File: src/rtl/iar_pkg.sv
// ----------------------------------------------------------------------------
// iar_pkg
// Types, constants and the digit-to-character function shared by the radix text encoder.
// ----------------------------------------------------------------------------
package iar_pkg;

	typedef struct packed {
		logic [63:0] value;
		logic [4:0]  base;
		logic        is_signed;
		logic        upper_case;
	} iar_req_t;

	typedef struct packed {
		logic [6:0] character;
		logic       last;
		logic [6:0] char_total;
		logic       overflow;
	} iar_rsp_t;

	typedef struct packed {
		logic [4:0] base;
		logic       neg;
		logic       upper;
		logic       ovf;
	} iar_ctl_t;

	localparam logic [4:0] BASE_MIN = 5'd2;
	localparam logic [4:0] BASE_MAX = 5'd16;
	localparam logic [6:0] CHAR_MINUS = 7'h2D;
	localparam logic [6:0] CHAR_ZERO = 7'h30;
	localparam logic [6:0] CHAR_UPPER_OFS = 7'h37;
	localparam logic [6:0] CHAR_LOWER_OFS = 7'h57;
	localparam logic [3:0] DIGIT_TEN = 4'd10;
	localparam int STEP_BITS = 8;

	function automatic logic [6:0] digit_char(logic [3:0] digit, logic upper);
		logic [6:0] code;
		if (digit < DIGIT_TEN) begin
			code = CHAR_ZERO + {3'b000, digit};
		end else if (upper) begin
			code = CHAR_UPPER_OFS + {3'b000, digit};
		end else begin
			code = CHAR_LOWER_OFS + {3'b000, digit};
		end
		return code;
	endfunction

endpackage

File: src/rtl/iar_ram.sv
// ----------------------------------------------------------------------------
// iar_ram
// Generic single-write, single-read RAM with registered read data.
// ----------------------------------------------------------------------------
module iar_ram #(
	parameter int WIDTH = 4,
	parameter int DEPTH = 64
) (
	input  logic                     clk,
	input  logic                     we,
	input  logic [$clog2(DEPTH)-1:0] waddr,
	input  logic [WIDTH-1:0]         wdata,
	input  logic [$clog2(DEPTH)-1:0] raddr,
	output logic [WIDTH-1:0]         rdata
);

	logic [WIDTH-1:0] mem_q [DEPTH];

	always_ff @(posedge clk) begin
		if (we) begin
			mem_q[waddr] <= wdata;
		end
		rdata <= mem_q[raddr];
	end

endmodule

File: src/rtl/iar_front.sv
// ----------------------------------------------------------------------------
// iar_front
// Accepts request items, clamps the base, detects the sign and the most
// negative value, and forms the magnitude to be converted.
// ----------------------------------------------------------------------------
module iar_front
	import iar_pkg::*;
#(
	parameter int VALUE_WIDTH = 64
) (
	input  logic                   req_valid,
	output logic                   req_ready,
	input  iar_req_t               req,
	output logic                   push_valid,
	input  logic                   push_ready,
	output iar_ctl_t               push_ctl,
	output logic [VALUE_WIDTH-1:0] push_mag
);

	localparam logic [VALUE_WIDTH-1:0] SIGN_ONLY = {1'b1, {(VALUE_WIDTH-1){1'b0}}};

	logic [VALUE_WIDTH-1:0] raw;
	logic                   sign;
	logic                   most_neg;

	always_comb begin
		raw = req.value[VALUE_WIDTH-1:0];
		sign = req.is_signed & raw[VALUE_WIDTH-1];
		most_neg = sign && (raw == SIGN_ONLY);
		push_ctl.ovf = most_neg;
		push_ctl.neg = sign & ~most_neg;
		push_ctl.upper = req.upper_case;
		if (req.base < BASE_MIN) begin
			push_ctl.base = BASE_MIN;
		end else if (req.base > BASE_MAX) begin
			push_ctl.base = BASE_MAX;
		end else begin
			push_ctl.base = req.base;
		end
		push_mag = sign ? (~raw + {{(VALUE_WIDTH-1){1'b0}}, 1'b1}) : raw;
	end

	assign push_valid = req_valid;
	assign req_ready = push_ready;

endmodule

File: src/rtl/iar_queue.sv
// ----------------------------------------------------------------------------
// iar_queue
// Two-entry queue that decouples the classifier from the converter.
// ----------------------------------------------------------------------------
module iar_queue #(
	parameter int WIDTH = 72
) (
	input  logic             clk,
	input  logic             arst_n,
	input  logic             push_valid,
	output logic             push_ready,
	input  logic [WIDTH-1:0] push_data,
	output logic             pop_valid,
	input  logic             pop_ready,
	output logic [WIDTH-1:0] pop_data
);

	localparam logic [1:0] FULL = 2'd2;

	logic [WIDTH-1:0] entry_q [2];
	logic             wr_ptr_q;
	logic             rd_ptr_q;
	logic [1:0]       count_q;
	logic             push;
	logic             pop;

	assign push_ready = (count_q != FULL);
	assign pop_valid = (count_q != 2'd0);
	assign pop_data = entry_q[rd_ptr_q];
	assign push = push_valid & push_ready;
	assign pop = pop_valid & pop_ready;

	always_ff @(posedge clk) begin
		if (push) begin
			entry_q[wr_ptr_q] <= push_data;
		end
	end

	always_ff @(posedge clk or negedge arst_n) begin
		if (!arst_n) begin
			wr_ptr_q <= 1'b0;
			rd_ptr_q <= 1'b0;
			count_q <= 2'd0;
		end else begin
			if (push) begin
				wr_ptr_q <= ~wr_ptr_q;
			end
			if (pop) begin
				rd_ptr_q <= ~rd_ptr_q;
			end
			count_q <= count_q + {1'b0, push} - {1'b0, pop};
		end
	end

	assert property (@(posedge clk) disable iff (!arst_n) count_q <= FULL)
		else $error("queue count beyond its depth");
	assert property (@(posedge clk) disable iff (!arst_n)
		(count_q == FULL) |-> (wr_ptr_q == rd_ptr_q))
		else $error("full queue with mismatched pointers");
	assert property (@(posedge clk) disable iff (!arst_n)
		(count_q == 2'd0) |-> (wr_ptr_q == rd_ptr_q))
		else $error("empty queue with mismatched pointers");

endmodule

File: src/rtl/iar_back.sv
// ----------------------------------------------------------------------------
// iar_back
// Converts one magnitude into digits by repeated division by the base,
// eight dividend bits per cycle, stores the digits and replays them most
// significant first through the result register.
// ----------------------------------------------------------------------------
module iar_back
	import iar_pkg::*;
#(
	parameter int VALUE_WIDTH = 64
) (
	input  logic                   clk,
	input  logic                   arst_n,
	input  logic                   pop_valid,
	output logic                   pop_ready,
	input  iar_ctl_t               pop_ctl,
	input  logic [VALUE_WIDTH-1:0] pop_mag,
	output logic                   rsp_valid,
	input  logic                   rsp_ready,
	output iar_rsp_t               rsp
);

	localparam int CHUNKS = (VALUE_WIDTH + STEP_BITS - 1) / STEP_BITS;
	localparam int PAD_W = CHUNKS * STEP_BITS;
	localparam int CHK_W = (CHUNKS > 1) ? $clog2(CHUNKS) : 1;
	localparam int ADDR_W = $clog2(VALUE_WIDTH);
	localparam int CNT_W = $clog2(VALUE_WIDTH + 1);
	localparam logic [CHK_W-1:0] LAST_CHUNK = CHK_W'(CHUNKS - 1);

	typedef enum logic [2:0] {
		ST_IDLE,
		ST_DIV,
		ST_SIGN,
		ST_RD,
		ST_WR,
		ST_OVF
	} state_t;

	state_t            state_q;
	iar_ctl_t          ctl_q;
	logic [PAD_W-1:0]  div_q;
	logic [3:0]        rem_q;
	logic [CHK_W-1:0]  chunk_q;
	logic [CNT_W-1:0]  nd_q;
	logic [ADDR_W-1:0] rd_idx_q;
	logic [6:0]        total_q;
	logic              rsp_valid_q;
	iar_rsp_t          rsp_q;

	logic [PAD_W-1:0]     div_next;
	logic [3:0]           rem_next;
	logic [STEP_BITS-1:0] qbits;
	logic                 last_chunk;
	logic                 ram_we;
	logic [3:0]           ram_rdata;
	logic                 slot_free;
	logic                 load_rsp;
	iar_rsp_t             rsp_next;

	always_comb begin
		logic [4:0] trial;
		logic [3:0] r;
		r = rem_q;
		qbits = '0;
		for (int i = 0; i < STEP_BITS; i++) begin
			trial = {r, div_q[PAD_W-1-i]};
			if (trial >= ctl_q.base) begin
				trial = trial - ctl_q.base;
				qbits[STEP_BITS-1-i] = 1'b1;
			end
			r = trial[3:0];
		end
		rem_next = r;
		div_next = (div_q << STEP_BITS) | PAD_W'(qbits);
	end

	assign last_chunk = (chunk_q == LAST_CHUNK);
	assign ram_we = (state_q == ST_DIV) && last_chunk;
	assign slot_free = !rsp_valid_q || rsp_ready;
	assign pop_ready = (state_q == ST_IDLE);

	iar_ram #(
		.WIDTH(4),
		.DEPTH(VALUE_WIDTH)
	) u_digits (
		.clk  (clk),
		.we   (ram_we),
		.waddr(nd_q[ADDR_W-1:0]),
		.wdata(rem_next),
		.raddr(rd_idx_q),
		.rdata(ram_rdata)
	);

	always_comb begin
		rsp_next = '0;
		load_rsp = 1'b0;
		case (state_q)
			ST_SIGN: begin
				rsp_next.character = CHAR_MINUS;
				load_rsp = slot_free;
			end
			ST_WR: begin
				rsp_next.character = digit_char(ram_rdata, ctl_q.upper);
				rsp_next.last = (rd_idx_q == '0);
				rsp_next.char_total = (rd_idx_q == '0) ? total_q : 7'd0;
				load_rsp = slot_free;
			end
			ST_OVF: begin
				rsp_next.last = 1'b1;
				rsp_next.overflow = 1'b1;
				load_rsp = slot_free;
			end
			default: begin
				load_rsp = 1'b0;
			end
		endcase
	end

	always_ff @(posedge clk or negedge arst_n) begin
		if (!arst_n) begin
			state_q <= ST_IDLE;
			ctl_q <= '0;
			div_q <= '0;
			rem_q <= '0;
			chunk_q <= '0;
			nd_q <= '0;
			rd_idx_q <= '0;
			total_q <= '0;
			rsp_valid_q <= 1'b0;
			rsp_q <= '0;
		end else begin
			if (load_rsp) begin
				rsp_valid_q <= 1'b1;
				rsp_q <= rsp_next;
			end else if (rsp_ready) begin
				rsp_valid_q <= 1'b0;
			end
			case (state_q)
				ST_IDLE: begin
					if (pop_valid) begin
						ctl_q <= pop_ctl;
						div_q <= PAD_W'(pop_mag);
						rem_q <= '0;
						chunk_q <= '0;
						nd_q <= '0;
						state_q <= pop_ctl.ovf ? ST_OVF : ST_DIV;
					end
				end
				ST_DIV: begin
					div_q <= div_next;
					if (!last_chunk) begin
						rem_q <= rem_next;
						chunk_q <= chunk_q + CHK_W'(1);
					end else begin
						rem_q <= '0;
						chunk_q <= '0;
						nd_q <= nd_q + CNT_W'(1);
						if (div_next == '0) begin
							rd_idx_q <= nd_q[ADDR_W-1:0];
							total_q <= 7'(nd_q) + 7'd1 + {6'd0, ctl_q.neg};
							state_q <= ctl_q.neg ? ST_SIGN : ST_RD;
						end
					end
				end
				ST_SIGN: begin
					if (slot_free) begin
						state_q <= ST_RD;
					end
				end
				ST_RD: begin
					state_q <= ST_WR;
				end
				ST_WR: begin
					if (slot_free) begin
						if (rd_idx_q == '0) begin
							state_q <= ST_IDLE;
						end else begin
							rd_idx_q <= rd_idx_q - ADDR_W'(1);
							state_q <= ST_RD;
						end
					end
				end
				ST_OVF: begin
					if (slot_free) begin
						state_q <= ST_IDLE;
					end
				end
				default: begin
					state_q <= ST_IDLE;
				end
			endcase
		end
	end

	assign rsp_valid = rsp_valid_q;
	assign rsp = rsp_q;

	assert property (@(posedge clk) disable iff (!arst_n)
		(state_q == ST_DIV) |-> (nd_q < CNT_W'(VALUE_WIDTH)))
		else $error("digit count ran past the value width");
	assert property (@(posedge clk) disable iff (!arst_n)
		(state_q == ST_WR) |-> ($past(state_q) == ST_RD || $past(state_q) == ST_WR))
		else $error("digit emitted without a preceding read");
	assert property (@(posedge clk) disable iff (!arst_n)
		(state_q == ST_SIGN) |-> ctl_q.neg)
		else $error("minus sign for a non-negative item");

endmodule

File: src/rtl/integer_to_ascii_radix_unit.sv
// ----------------------------------------------------------------------------
// integer_to_ascii_radix_unit
// Emits the ASCII text of a value in a base from 2 to 16, one character per
// result item, most significant digit first.
// ----------------------------------------------------------------------------
// Each request item is classified on acceptance and waits in a two-entry
// queue, so up to two further items are taken while one is being converted.
// The converter divides by the base eight bits per cycle, one digit per pass
// over the whole magnitude, and then replays the stored digits through the
// result register, one digit memory read per character, waiting while the
// previous result is not yet taken. A new item leaves the queue only after
// the last character of the previous one has been loaded.
// The most negative signed value yields one item with overflow set.
// ----------------------------------------------------------------------------
module integer_to_ascii_radix_unit
	import iar_pkg::*;
#(
	parameter int VALUE_WIDTH = 64
) (
	input  logic     clk,
	input  logic     arst_n,
	input  logic     req_valid,
	output logic     req_ready,
	input  iar_req_t req,
	output logic     rsp_valid,
	input  logic     rsp_ready,
	output iar_rsp_t rsp
);

	localparam int CTL_W = $bits(iar_ctl_t);
	localparam int QW = CTL_W + VALUE_WIDTH;

	logic                   push_valid;
	logic                   push_ready;
	iar_ctl_t               push_ctl;
	logic [VALUE_WIDTH-1:0] push_mag;
	logic                   pop_valid;
	logic                   pop_ready;
	logic [QW-1:0]          pop_data;
	iar_ctl_t               pop_ctl;
	logic [VALUE_WIDTH-1:0] pop_mag;

	iar_front #(
		.VALUE_WIDTH(VALUE_WIDTH)
	) u_front (
		.req_valid (req_valid),
		.req_ready (req_ready),
		.req       (req),
		.push_valid(push_valid),
		.push_ready(push_ready),
		.push_ctl  (push_ctl),
		.push_mag  (push_mag)
	);

	iar_queue #(
		.WIDTH(QW)
	) u_queue (
		.clk       (clk),
		.arst_n    (arst_n),
		.push_valid(push_valid),
		.push_ready(push_ready),
		.push_data ({push_ctl, push_mag}),
		.pop_valid (pop_valid),
		.pop_ready (pop_ready),
		.pop_data  (pop_data)
	);

	assign pop_ctl = iar_ctl_t'(pop_data[QW-1:VALUE_WIDTH]);
	assign pop_mag = pop_data[VALUE_WIDTH-1:0];

	iar_back #(
		.VALUE_WIDTH(VALUE_WIDTH)
	) u_back (
		.clk      (clk),
		.arst_n   (arst_n),
		.pop_valid(pop_valid),
		.pop_ready(pop_ready),
		.pop_ctl  (pop_ctl),
		.pop_mag  (pop_mag),
		.rsp_valid(rsp_valid),
		.rsp_ready(rsp_ready),
		.rsp      (rsp)
	);

endmodule
File: config.mk
export PLATFORM = sky130hd
export DESIGN_NAME = integer_to_ascii_radix_unit
export DESIGN_NICKNAME = d
export VERILOG_FILES = /design/src/rtl/iar_pkg.sv /design/src/rtl/iar_ram.sv /design/src/rtl/iar_front.sv /design/src/rtl/iar_queue.sv /design/src/rtl/iar_back.sv /design/src/rtl/integer_to_ascii_radix_unit.sv
export SDC_FILE = /design/constraint.sdc
export NUM_CORES = 1
export LEC_CHECK = 0
export BUFFER_PORTS_ARGS = -buffer_cell sky130_fd_sc_hd__buf_2
export CAP_MARGIN = 20
export CORE_MARGIN = 2
export CORE_UTILIZATION = 29
export DETAILED_ROUTE_END_ITERATION = 12
export MAX_ROUTING_LAYER = met4
export PLACE_DENSITY = 0.43
export SLEW_MARGIN = 20
export SYNTH_ARGS = -nofsm -noshare
export SYNTH_HDL_FRONTEND = slang
export SYNTH_SLANG_ARGS = --single-unit
File: constraint.sdc
create_clock -name clk -period 13.4 [get_ports clk]
set_clock_uncertainty 0.2 [all_clocks]
set_input_delay 0.67 -clock clk [delete_from_list [all_inputs] [get_ports clk]]
set_output_delay 0.67 -clock clk [all_outputs]
set_load 0.005 [all_outputs]
==> results of run 1 <==
## layer usage
layer / part of all wire [%] / track usage [%]
met2: 50 / 24.63
met5: 0 / -
met3: 3.6 / 2.191
met4: 2.2 / 3.596
met1: 44 / 18.76
## how the worst min path moves through the flow
stage / depth (start not counted) / endpoint / startpoint / slack (ns)
floorplan: 0 / u_back.chunk_q[0] / arst_n / 0.17
global placement: 2 / u_back.ctl_q[6] / u_back.ctl_q[6] / 0.27
detailed placement: 2 / u_back.ctl_q[7] / u_back.ctl_q[7] / 0.28
CTS: 1 / u_queue.entry_q[0][65] / req[0] / 0.009
global route: 1 / u_queue.entry_q[0][65] / req[0] / 0.04
finish: 1 / u_queue.entry_q[0][65] / req[0] / 0.05
## worst max-delay path, delay by kind of cell (launching register included)
family          cells  cell delay [ns]
buf+inv             5             0.76
flops               1             0.37
simple gates        8             1.72
fa+ha+maj           8             2.41
mux                 4             1.55
compound gates     24             5.26
## what timing repair did
action | CTS | global route
gates resized for setup | 0 | 5
endpoints found under the hold margin | 53 | 0
hold buffers | 1 | 0
setup endpoints to repair | 0 | 274
## flip-flops by register name (all words and copies together), names as in the netlist, 2 cells and up
name	flops
u_back.u_digits.rdata	4
u_back.chunk_q	3
u_back.ctl_q	7
u_back.rem_q	4
u_back.total_q	7
u_back.rsp	16
u_queue.entry_q	144
u_back.state_q	3
u_back.nd_q	7
u_back.div_q	64
u_queue.count_q	2
u_back.rd_idx_q	6
u_back.u_digits.mem_q	256
## Yosys cell counts (48+ instances only)
| cell | n | area share (%) |
|---|---|---|
| a21oi_1 | 58 | 1.2 |
| dfrtp_1 | 122 | 13 |
| nand2_1 | 131 | 2.1 |
| nor2_1 | 131 | 2.1 |
| o21ai_0 | 49 | 1.0 |
| ha_1 | 50 | 2.6 |
| clkbuf_1 | 64 | 1.0 |
| edfxtp_1 | 400 | 50 |
| o221a_2 | 48 | 2.3 |
| inv_1 | 50 | 0.78 |
| mux2i_1 | 68 | 2.8 |
| xnor2_1 | 57 | 2.1 |
| mux4_2 | 80 | 7.5 |
## cell families (layout without fill, tap and decap cells)
logic type,after synthesis,count (layout),synth area share (%)
simple gates,398,398,8.128
buf+inv,132,278,2.105
mux,176,176,11.68
flops,526,526,63.23
compound gates,270,270,8.212
fa+ha+maj,58,58,3.281
xor+xnor,92,92,3.364
## metrics by stage
step / hold slack (ns) / utilization (%) / cells
2_1_floorplan: 0.1744 / - / 1652
3_3_place_gp: 0.2700 / 31.33 / 2758
3_5_place_dp: 0.2753 / 31.33 / 2758
4_1_cts: 0.008984 / 33.73 / 2868
5_1_grt: 0.03505 / 33.75 / 2868
6_report: 0.05097 / 33.75 / 2868
## final cells by class
class	count	area, sq um
Tap cell	1070	1339
Inverter	52	195.2
Clock inverter	33	321.6
Multi-Input combinational cell	994	8372
Timing Repair Buffer	117	656.9
Sequential cell	526	15150
Fill cell	8098	54310
Clock buffer	76	1630
==> results by group, run 1 <==
Place
  • Input/output buffers: 92
  • GPL Wtd Cong: 0.7897
  • Placed Area: 25,690 sq um
  • HPWL after DPL: 40.49 mm
  • Setup Slack @ Placement: 0.3719 ns

Synth
  • Synthesis Warnings: 0
  • Syn Nets: 1,785
  • Avg Inst Size Synth: 14.50 sq um
  • Top FF cell, synth: edfxtp_1
  • Synthesized flop and latch total: 526
  • Post-synth EDFFs: 400
  • Synth async-reset ratio: 23.19%
  • Cells after Synth: 1,652
  • Sequential area share after synthesis: 63.23%
  • Mapped Area: 23,950 sq um
  • Distinct cells, synth: 74

Clock tree
  • Clock slew at reported path FFs: 0.06 ns
  • Clock Root Buffer: clkbuf_16
  • Max Buffers Root-to-Sink: 3
  • CTS tree: built
  • Num CTS Buffers: 58
  • Setup bufs post-CTS: 0
  • H-tree levels: 2
  • Clk Latency, worst-skew pair: 0.62 ns
  • Total clock sinks: 526

Timing
  • Tmin final: 12.39 ns
  • Setup TNS: 0 ns
  • F_max: 80.68 MHz
  • Slew headroom: 28.68%
  • Final hold violation count: 0
  • # setup viols final: 0
  • Least-Margin Pin Slew: 1.070 ns
  • RSZ-0062 raised after global routing: false
  • Final WS setup: 1.005 ns
  • Period utilisation layout: 92.50%
  • Final slew viol count: 0

Worst setup path
  • Launch point of the worst reg-to-reg path: u_back.ctl_q[5]
  • Worst setup endpoint: u_back.total_q[6]
  • Crit Path Category: flip-flop to flip-flop
  • Reg-to-reg endpoint: u_back.total_q[6]
  • Type of origin of the critical path: flip-flop
  • Crit path from: u_back.ctl_q[5]
  • Slowest cell delay on critical path: 0.52 ns
  • CP dominant cell by count: ha_1
  • CP max stage cell: and4_2
  • WP data required: 13.70 ns
  • WP data arrival: 12.69 ns
  • Worst R2R Path Depth: 49
  • R2R Setup Slk: 1.01 ns
  • Critical path fanouts, max: 13
  • Crit. End Element: flip-flop

Finish
  • Commonest non-fill, non-tap cell in the layout: edfxtp_1
  • Layout Area Growth over Synthesis: 15.51%
  • Share of cells above drive strength 1: 22.08%
  • Most frequent cells in the layout: edfxtp_1 (400), nand2_1 (130), nor2_1 (130)
  • Cell area after layout: 27,670 sq um
  • Layout net count: 1,882
  • Antenna cells: 0

Routing
  • Post-route ant nets: 0
  • Via count: 13,990
  • Routed WL: 60.91 mm
  • First drt pass iteration count: 5
  • Via density: 4.879
  • WL per Instance: 21.24 microns
  • Iteration-0 DRC Markers: 726
  • DRC errors left: 0

Die
  • Chip Width: 291.4 microns
  • Core ar.: 81,980 sq um
  • Ports: 93
  • Die height: 291.4 microns
  • Initial core utilization: 29.22%
  • Die area: 84,910 sq um
  • FP Rows: 105

Global route
  • Number of global-route vias before repair: 14,910
  • GRT Resource Usage Total: 14.71%
  • Antenna violations before repair: 0
  • Largest net degree at the start of global routing: 70
  • First-pass GRT wire length: 93.54 mm
  • Remaining Overflow, GRT: 0

Run
  • MaxCap Viol Count: 0

Worst hold path
  • Worst hold path type: input pin to flip-flop

Run status
  • Run status: finished clean
Power of run 1 is not shown: default switching activity piles up to over one toggle a cycle in this logic, so the estimate is an artifact.
==> inputs of run 2 (changes only) <==
- CORE_MARGIN: 2 -> default
==> results by group, run 2 (synthesized netlist as in run 1, its figures left out) <==
Timing
  • # setup viols final: 0
  • Tmin final: 12.39 ns
  • Final slew viol count: 0
  • F_max: 80.69 MHz
  • RSZ-0062 raised after global routing: false
  • Slew headroom: 27.67%
  • Least-Margin Pin Slew: 1.085 ns
  • Setup TNS: 0 ns
  • Final hold violation count: 0
  • Period utilisation layout: 92.49%

Worst setup path
  • Critical path buffers and inverters: 6
  • Cell family with most CP delay: compound AO/OA/AOI/OAI gates
  • Type of origin of the critical path: flip-flop
  • Critical path fanouts, max: 13
  • WP data required: 13.71 ns
  • Crit. End Element: flip-flop
  • Slowest cell delay on critical path: 0.54 ns
  • R2R Setup Slk: 1.01 ns
  • Crit Path Category: flip-flop to flip-flop
  • CP dominant cell by count: ha_1
  • WP data arrival: 12.70 ns
  • CP max stage cell: and4_2

Place
  • HPWL after DPL: 40.68 mm
  • Dpl cells: 2,759
  • Input/output buffers: 92
  • GPL Wtd Cong: 0.8057

Routing
  • Via count: 14,050
  • Iteration-0 DRC Markers: 808
  • Via density: 4.882
  • WL per Instance: 21.27 microns
  • Routed WL: 61.21 mm
  • DRC errors left: 0
  • First drt pass iteration count: 5
  • Post-route ant nets: 0

Die
  • FP Rows: 105
  • Initial core utilization: 29.26%
  • Die height: 289.4 microns
  • Core ar.: 81,850 sq um
  • Die area: 83,750 sq um
  • Chip Width: 289.4 microns
  • Ports: 93

Clock tree
  • Clk Latency, worst-skew pair: 0.64 ns
  • H-tree levels: 2
  • Total clock sinks: 526
  • Max Buffers Root-to-Sink: 3
  • Clock slew at reported path FFs: 0.06 ns
  • Num CTS Buffers: 60
  • Clock Root Buffer: clkbuf_16
  • CTS tree: built

Finish
  • Number of flip-flops under the largest register name: 256
  • Layout fillers: 7,960
  • Share of cells above drive strength 1: 22.25%
  • Layout Area Growth over Synthesis: 16.21%
  • Most frequent cells in the layout: edfxtp_1 (400), nand2_1 (130), nor2_1 (130)
  • Final core occ: 34.01%
  • Layout net count: 1,889
  • Biggest register: u_back.u_digits.mem_q
  • Commonest non-fill, non-tap cell in the layout: edfxtp_1
  • Largest regs: u_back.u_digits.mem_q: 256 flops, u_queue.entry_q: 144 flops, u_back.div_q: 64 flops
  • Post-route insts no fill: 2,878

Run
  • MaxCap Viol Count: 0

Global route
  • Number of global-route vias before repair: 14,490
  • Remaining Overflow, GRT: 0
  • GRT Resource Usage Total: 15.17%
  • First-pass GRT wire length: 92.65 mm
  • Largest net degree at the start of global routing: 77
  • Antenna violations before repair: 2

Worst hold path
  • Worst hold path type: input pin to flip-flop

Run status
  • Run status: finished clean
==> run 2: cell count changes in the layout (fill, tap and decap cells not counted), moves of 2 or more <==
cell,previous run,this run
clkbuf_8,9,6
buf_16,0,2
clkbuf_16,59,61
clkinv_2,11,14
buf_12,0,2
buf_4,24,22
clkbuf_1,8,11
clkinvlp_4,5,3
clkinv_1,9,7
==> run 2: layout make-up <==
type	count	area [sq um]	share of cell area, %
Sequential cell	526	15150	54.44
Inverter	52	195.2	0.7012
Timing Repair Buffer	121	758.2	2.724
Clock buffer	78	1650	5.929
Tap cell	1070	1339	4.810
Multi-Input combinational cell	995	8372	30.08
Antenna cell	1	2.502	0.008990
Clock inverter	35	364.1	1.308
==> run 2: final timing paths <==
kind,startpoint,endpoint,cells after the start
setup / recovery,u_back.ctl_q[5],u_back.total_q[0],50
hold / removal,req[7],u_queue.entry_q[1][0],1
setup reg to reg,u_back.ctl_q[5],u_back.total_q[0],50
hold reg to reg,u_back.ctl_q[5],u_back.ctl_q[5],2
max in group asynchronous,arst_n,u_back.div_q[39],4
min in group asynchronous,arst_n,u_back.ctl_q[1],2
==> run 2: stage by stage <==
stage	hold slack (ns)	instance area (sq um)	setup slack, ns
5_1_grt	0.05987	27830	0.1255
3_5_place_dp	0.2739	25720	0.5852
6_report	0.06855	27830	1.007
4_1_cts	0.01642	27750	0.5221
2_1_floorplan	0.1744	23950	0.4754
3_3_place_gp	0.2694	25720	0.8081
==> run 2: routing by layer <==
layer / GRT usage, % / routed length [microns]
met5: - / 0
met4: 4.303 / 1389
met1: 19.51 / 27340
met3: 2.480 / 2362
met2: 24.62 / 30110
==> run 2: repair_timing <==
action                                 4_1_cts  5_1_grt
setup buffers                                0        0
endpoints found under the hold margin       48        0
gates resized for setup                      0        4
hold buffers                                 2        0
setup endpoints to repair                    0      143
Power of run 2 is left out for the same reason.
